**src/design/cca_pkg.sv**
```systemverilog
// Package for the cluster centroid accumulator: field widths, sum widths,
// count and divider widths, and stream command codes. No dependencies.
`timescale 1ns / 1ps
package cca_pkg;
  localparam int LW = 15;
  localparam int CW = 16;
  localparam int RW = 11;
  localparam int LSUM_W = 37;
  localparam int CSUM_W = 38;
  localparam int RSUM_W = 33;
  localparam int CNT_W = 23;
  localparam int DIV_W = 39;
  localparam logic CMD_ACC = 1'b0;
  localparam logic CMD_FIN = 1'b1;
endpackage

```
**src/design/cca_divider.sv**
```systemverilog
// Restoring divider, one quotient bit per cycle, for rounded means.
// Depends on cca_pkg.
`timescale 1ns / 1ps
module cca_divider
  import cca_pkg::*;
(
  input  logic             clk,
  input  logic             rst,
  input  logic             start,
  input  logic [DIV_W-1:0] numer,
  input  logic [CNT_W:0]   denom,
  output logic             done,
  output logic [DIV_W-1:0] quot
);
  logic [DIV_W-1:0] rem;
  logic [DIV_W-1:0] num_sh;
  logic [5:0]       bit_cnt;
  logic             busy;
  logic [DIV_W:0]   trial;

  assign trial = {rem, num_sh[DIV_W-1]};

  always_ff @(posedge clk) begin
    done <= 1'b0;
    if (rst) begin
      busy <= 1'b0;
    end else if (start) begin
      busy    <= 1'b1;
      rem     <= '0;
      num_sh  <= numer;
      quot    <= '0;
      bit_cnt <= 6'(DIV_W);
    end else if (busy) begin
      num_sh <= num_sh << 1;
      if (trial >= (DIV_W+1)'(denom)) begin
        rem  <= DIV_W'(trial - (DIV_W+1)'(denom));
        quot <= {quot[DIV_W-2:0], 1'b1};
      end else begin
        rem  <= trial[DIV_W-1:0];
        quot <= {quot[DIV_W-2:0], 1'b0};
      end
      bit_cnt <= bit_cnt - 6'd1;
      if (bit_cnt == 6'd1) begin
        busy <= 1'b0;
        done <= 1'b1;
      end
    end
  end
endmodule

```
**config.mk**
```make
export PLATFORM = sky130hd
export DESIGN_NAME = cca_divider
export DESIGN_NICKNAME = d
export VERILOG_FILES = /design/src/design/cca_pkg.sv /design/src/design/cca_divider.sv
export SDC_FILE = /design/constraint.sdc
export NUM_CORES = 1
export LEC_CHECK = 0
export BUFFER_PORTS_ARGS = -buffer_cell sky130_fd_sc_hd__buf_2
export CORE_ASPECT_RATIO = 1.25
export CORE_MARGIN = 4
export CORE_UTILIZATION = 60
export CTS_CLUSTER_SIZE = 10
export DETAILED_ROUTE_END_ITERATION = 10
export PLACE_DENSITY = 0.84
export SYNTH_ARGS = -nofsm -noshare
export SYNTH_HDL_FRONTEND = slang
export SYNTH_SLANG_ARGS = --single-unit
```
**constraint.sdc**
```tcl
create_clock -name clk -period 20.9 [get_ports clk]
set_input_delay 3.135 -clock clk [delete_from_list [all_inputs] [get_ports clk]]
set_output_delay 3.135 -clock clk [all_outputs]
set_load 0.02 [all_outputs]
```
# Word-level counts from Yosys, hierarchy flattened
# Cells that the tools add are included.
[classes] muxes=11 n_reduce_logical=3 order_cmp=1 eq_ne=1 addsub=2 n_bitwise=2
[op_table] cell="2-to-1 mux 39 bit" n=5
[op_table] cell="greater-or-equal comparator 40 x 24 -> 1 bit" n=1
[op_table] cell="subtractor 39 x 24 -> 39 bit" n=1
[op_table] cell="equality test 6 x 1 -> 1 bit (second input constant)" n=1
[op_table] cell="2-to-1 mux 6 bit" n=1
[op_table] cell="subtractor 6 x 1 -> 6 bit (second input constant)" n=1
[op_table] cell="2-to-1 mux 1 bit" n=5
[op_table] cell="OR reduction 3 bit" n=1
[op_table] cell="NOT 1 bit" n=2
[op_table] cell="AND reduction 2 bit" n=1
[op_table] cell="nonzero test 2 bit" n=1
[word_totals] regBits=125 word_cells=26 inputBits=66 out_inout_bits=40

# Longest topological paths before layout
[logic_depth] ltp_word=4 ltp_mapped=13 ltp_nobuf=11

# Worst setup path after synthesis
# OpenSTA, ideal clock, no wires.
[synth_timing] path_kind="input to register" startpoint="in start" endpoint="reg bit_cnt[0], enable pin" path_stages=3 required_ps=20293 setup_time_ps=607 arrival_ps=8652 setup_slack_ps=11641 path_buffers=1 path_cell_list="clkbuf_1 > nor2_1 > nor2_1"
[synth_between] elab_chain_len=2
[synth_rtl] element="start: declaration" line="cca_divider.sv:9" rtl="input logic start,"
[synth_rtl] element="nonzero test 2 bit (no source line)"
[synth_rtl] element="AND reduction 2 bit (no source line)"
[synth_rtl] element="end signal: assignment" line="cca_divider.sv:32" rtl="bit_cnt <= 6'(DIV_W);"
[synth_rtl] element="end signal: assignment" line="cca_divider.sv:42" rtl="bit_cnt <= bit_cnt - 6'd1;"
[synth_rtl] element="end: declaration" line="cca_divider.sv:17" rtl="logic [5:0] bit_cnt;"
# Every way passes these cells.
# A chain may end at the register's enable or synchronous reset.

# Final worst setup path
[layout_timing] startpoint="in denom[12]" endpoint="reg rem[35], data pin"
[layout_between] elab_chain_len=3 word_cells_on_any_way=4 cone_classes="add/sub (1); order compare (1); mux (2)"
[layout_rtl] element="start: declaration" line="cca_divider.sv:11" rtl="input logic [CNT_W:0] denom,"
[layout_rtl] element="subtractor 39 x 24 -> 39 bit or greater-or-equal comparator 40 x 24 -> 1 bit (tied branches)" line="cca_divider.sv:36, cca_divider.sv:35"
[layout_rtl] element="2-to-1 mux 39 bit *" line="cca_divider.sv:35" rtl="if (trial >= (DIV_W+1)'(denom)) begin"
[layout_rtl] element="2-to-1 mux 39 bit *" line="cca_divider.sv:33" rtl="end else if (busy) begin"
[layout_rtl] element="end signal: assignment" line="cca_divider.sv:36" rtl="rem <= DIV_W'(trial - (DIV_W+1)'(denom));"
[layout_rtl] element="end signal: assignment" line="cca_divider.sv:39" rtl="rem <= trial[DIV_W-1:0];"
[layout_rtl] element="end: declaration" line="cca_divider.sv:15" rtl="logic [DIV_W-1:0] rem;"
# Every way passes the cells marked *; elsewhere a longest branch is shown, timed or not. The select of a mux whose other input is x is not followed.

==> metrics.md <==
| Metric | Value |
|---|---|
| Post-synthesis mux area share | `0.0761` |
| PwrDens | `88.9 mW/mm^2` |
| Flop pwr share | `0.433` |
| Crit. End Element | `register` |
| Top routing layer in use | `met4` |
| Largest net degree at the start of global routing | `85` |
| Area grow syn2layout | `17.4%` |
| Synth Area in Compound Gates | `0.0911` |
| Synth Register Bits | `125` |
| Chip height | `128 um` |
| Status | `complete, no violations` |
| Via count | `4855` |
| Final Hold Vio Count | `0` |
| First-pass GRT wire length | `23.8 mm` |
| Largest vdd supply drop | `0.0684 mV` |
| Yosys cell types | `57` |
| Register area share after synthesis | `0.545` |
| Sw Share | `0.277` |
| Core footprint | `0.0111 mm^2` |
| Post-synthesis adder-cell area fraction | `0.0504` |
| LEAKAGE | `0.00326 uW` |
| Fin crit period | `5.81 ns` |
| Largest family of logic cells by synthesized area | `simple AND/OR/NAND/NOR gates` |
| Clk sinks | `125` |
| Number of enable flip-flop cells after synthesis | `123` |
| CTS buffer count | `17` |
| Post-DP Area | `0.00749 mm^2` |
| Fmax | `172 MHz` |
| Hpwl dp | `9.45 mm` |
| Routability congestion estimate from global placement | `0.908` |
| H-tree levels | `4` |
| Syn Area/Cell | `11.4 um^2` |
| Rows | `43` |
| Cell-internal power | `517 uW` |
| Met2 WL | `7.38 mm` |
| Setup crit start | `denom[12]` |
| Worst-path fanout max | `9` |
| Postcts setup bufs | `0` |
| Global Route Usage Sum | `0.223` |
| Skew final | `0.00803 ns` |
| # hold bufs at CTS | `0` |
| Share of cells above drive strength 1 | `0.270` |
| Power share of the combinational group | `0.176` |
| Reg2reg start | `rem[11]` |
| CTS clk-pin slew, worst paths | `0.06 ns` |
| Slowest-stage cell, CP | `or4_4` |
| Drt total wl | `14.2 mm` |
| Switching power total | `198 uW` |
| Drt first pass iters | `4` |
| Nets | `796` |
| M1 WL | `5.58 mm` |
| Crit-path cells | `buf_2 > inv_1 > ha_1 > and2_1 > nand3_2 > or4_4 > o311ai_2 > nor3_4 > nor4_1 > nor4b_1 > mux2_2` |
| Layout Utilization | `0.723` |
| Setup_tns | `0 ns` |
| Ys flop type | `edfxtp_1` |
| Worst rel slew slack | `0.393` |
| WP data required | `21.06 ns` |
| Power share of the clock group | `0.391` |
| Kind of critical path | `input port to register` |
| Reg2reg setup slack | `17.49 ns` |
| Max-Cap Viols | `0` |
| Final Cycle Share | `0.278` |
| Largest stage delay, worst path | `0.45 ns` |
| Simple-Gate Fraction of Synth Area | `0.161` |
| Grt total ovfl | `0` |
| HP Start | `busy` |
| Die area | `0.0132 mm^2` |
| # port buffers | `105` |
| Finished Cell Area | `0.00805 mm^2` |
| Initial Util | `0.616` |
| Number of nets with antenna violations after routing | `0` |
| Resized Gates After CTS | `0` |
| Worst min path class | `register to register` |
| Routed wl met3 | `879 um` |
| Worst skew pair latency | `0.41 ns` |
| Vias per std cell | `5.71` |
| Worst slew pin tran | `0.911 ns` |
| Fraction of registers with async set/reset | `0` |
| Crit path DAT | `5.97 ns` |
| ANT cells | `0` |
| Pre-CTS setup slack | `14.69 ns` |
| Post-Synth XOR/XNOR Area | `0.0422` |
| Root buffer cell | `clkbuf_16` |
| Io pins | `106` |
| TritonCTS clock tree | `built` |
| Post-Syn Area | `0.00686 mm^2` |
| First-iteration detailed-routing DRC count | `231` |
| Net Count, Synth | `693` |
| RSZ-0062 raised after global routing | `no` |
| Crit path launch type | `input port` |
| Routed WL per cell | `16.7 um` |
| Drt drc | `0` |
| Initial antenna violation count | `0` |
| Clk buf depth | `2` |
| Fin. max-slew vios | `0` |
| Synth warn | `0` |
| Finish-stage setup viols | `0` |
| Chip width | `104 um` |
| Vias in the first global route | `5171` |
| Cells after Synth | `600` |
| Final WS setup | `15.09 ns` |
[Yosys cell counts, types with 3 or more instances]
master,instances,area share
nor3_1,4,0.0029
or3_1,6,0.0055
o31a_1,3,0.0038
mux2i_1,6,0.0088
xor2_1,17,0.022
nor2b_1,44,0.040
o211ai_1,5,0.0055
nor4_1,5,0.0046
nor3b_1,3,0.0033
nand4_1,5,0.0046
edfxtp_1,123,0.54
nand2_1,26,0.014
a21oi_1,44,0.032
mux2_2,39,0.064
ha_1,26,0.047
buf_1,3,0.0016
and2_1,3,0.0027
o21bai_1,5,0.0055
buf_2,8,0.0058
a211oi_1,3,0.0033
o31ai_1,4,0.0044
inv_1,32,0.018
a31oi_1,4,0.0036
xnor2_1,16,0.020
nand2b_1,12,0.011
nor2_1,72,0.039
clkbuf_1,12,0.0066
a21o_1,7,0.0077
o21ai_0,17,0.012
nand3_1,10,0.0073
[final cells by class]
cell class	instances	area (um^2)
Tap cell	135	169
Multi-Input combinational cell	416	2900
Inverter	33	124
Fill cell	787	3090
Clock buffer	17	425
Sequential cell	125	3730
Clock inverter	15	135
Timing Repair Buffer	110	566
[logic make-up after synthesis]
family,count (synthesis)
compound gates,101
xor+xnor,33
flops,125
simple gates,208
buf+inv,59
mux,47
fa+ha+maj,27
[per-stage QoR]
step | power (uW) | std cells | hold WS (ns)
after floorplan | 409 | 600 | 0.454
after global placement | 434 | 819 | 0.466
after detailed placement | 439 | 819 | 0.489
after CTS | 720 | 851 | 0.511
after global routing | 750 | 851 | 0.524
final | 715 | 851 | 0.506
[power groups by stage]
stage	combinational [uW]	sequential, uW	clock [uW]
finish	126	309	280
global placement	121	313	0
CTS	126	309	284
floorplan	90.1	319	0
detailed placement	125	314	0
global route	141	312	297
[critical path: cells and delay by family]
kind / cells / cell delay (ns)
multiplexers: 1 / 0.38
AO/OA/AOI/OAI: 1 / 0.33
AND/OR/NAND/NOR: 6 / 1.68
buffers and inverters: 2 / 0.10
adder cells (fa/ha/maj): 1 / 0.35
[worst paths after layout]
path,to,cells past startpoint
worst max register to register,rem[35],9
worst min register to register,done,1
worst min-delay path,done,1
worst max-delay path,rem[35],11
[state kept, by name, indices dropped and copies added (netlist names)]
name     cells
rem         39
num_sh      39
done         1
busy         1
bit_cnt      6
quot        39
[metal layers]
metal,vias to the layer above,GRT usage
li1,2369,-
met1,2305,0.259
met2,152,0.389
met3,29,0.0677
met4,0,0.0931
met5,-,0
[placed cells by master (no fill, tap or decap), drive strengths merged, types with 4 or more instances in the layout]
cell and instances:
edfxtp 123, buf 110, nor2 72, nor2b 44, a21oi 44, mux2 41, inv 39, nand2 26
ha 26, o21ai 17, xor2 17, clkbuf 17, xnor2 16, nand2b 12, nand3 11, a21o 7
or3 7, nor4 7, mux2i 6, nor3 6, nand4 5, o211ai 5, o21bai 5, clkinv 5
o31ai 4, a31oi 4, or4 4
Note: power is estimated with default switching activity, not from simulation.
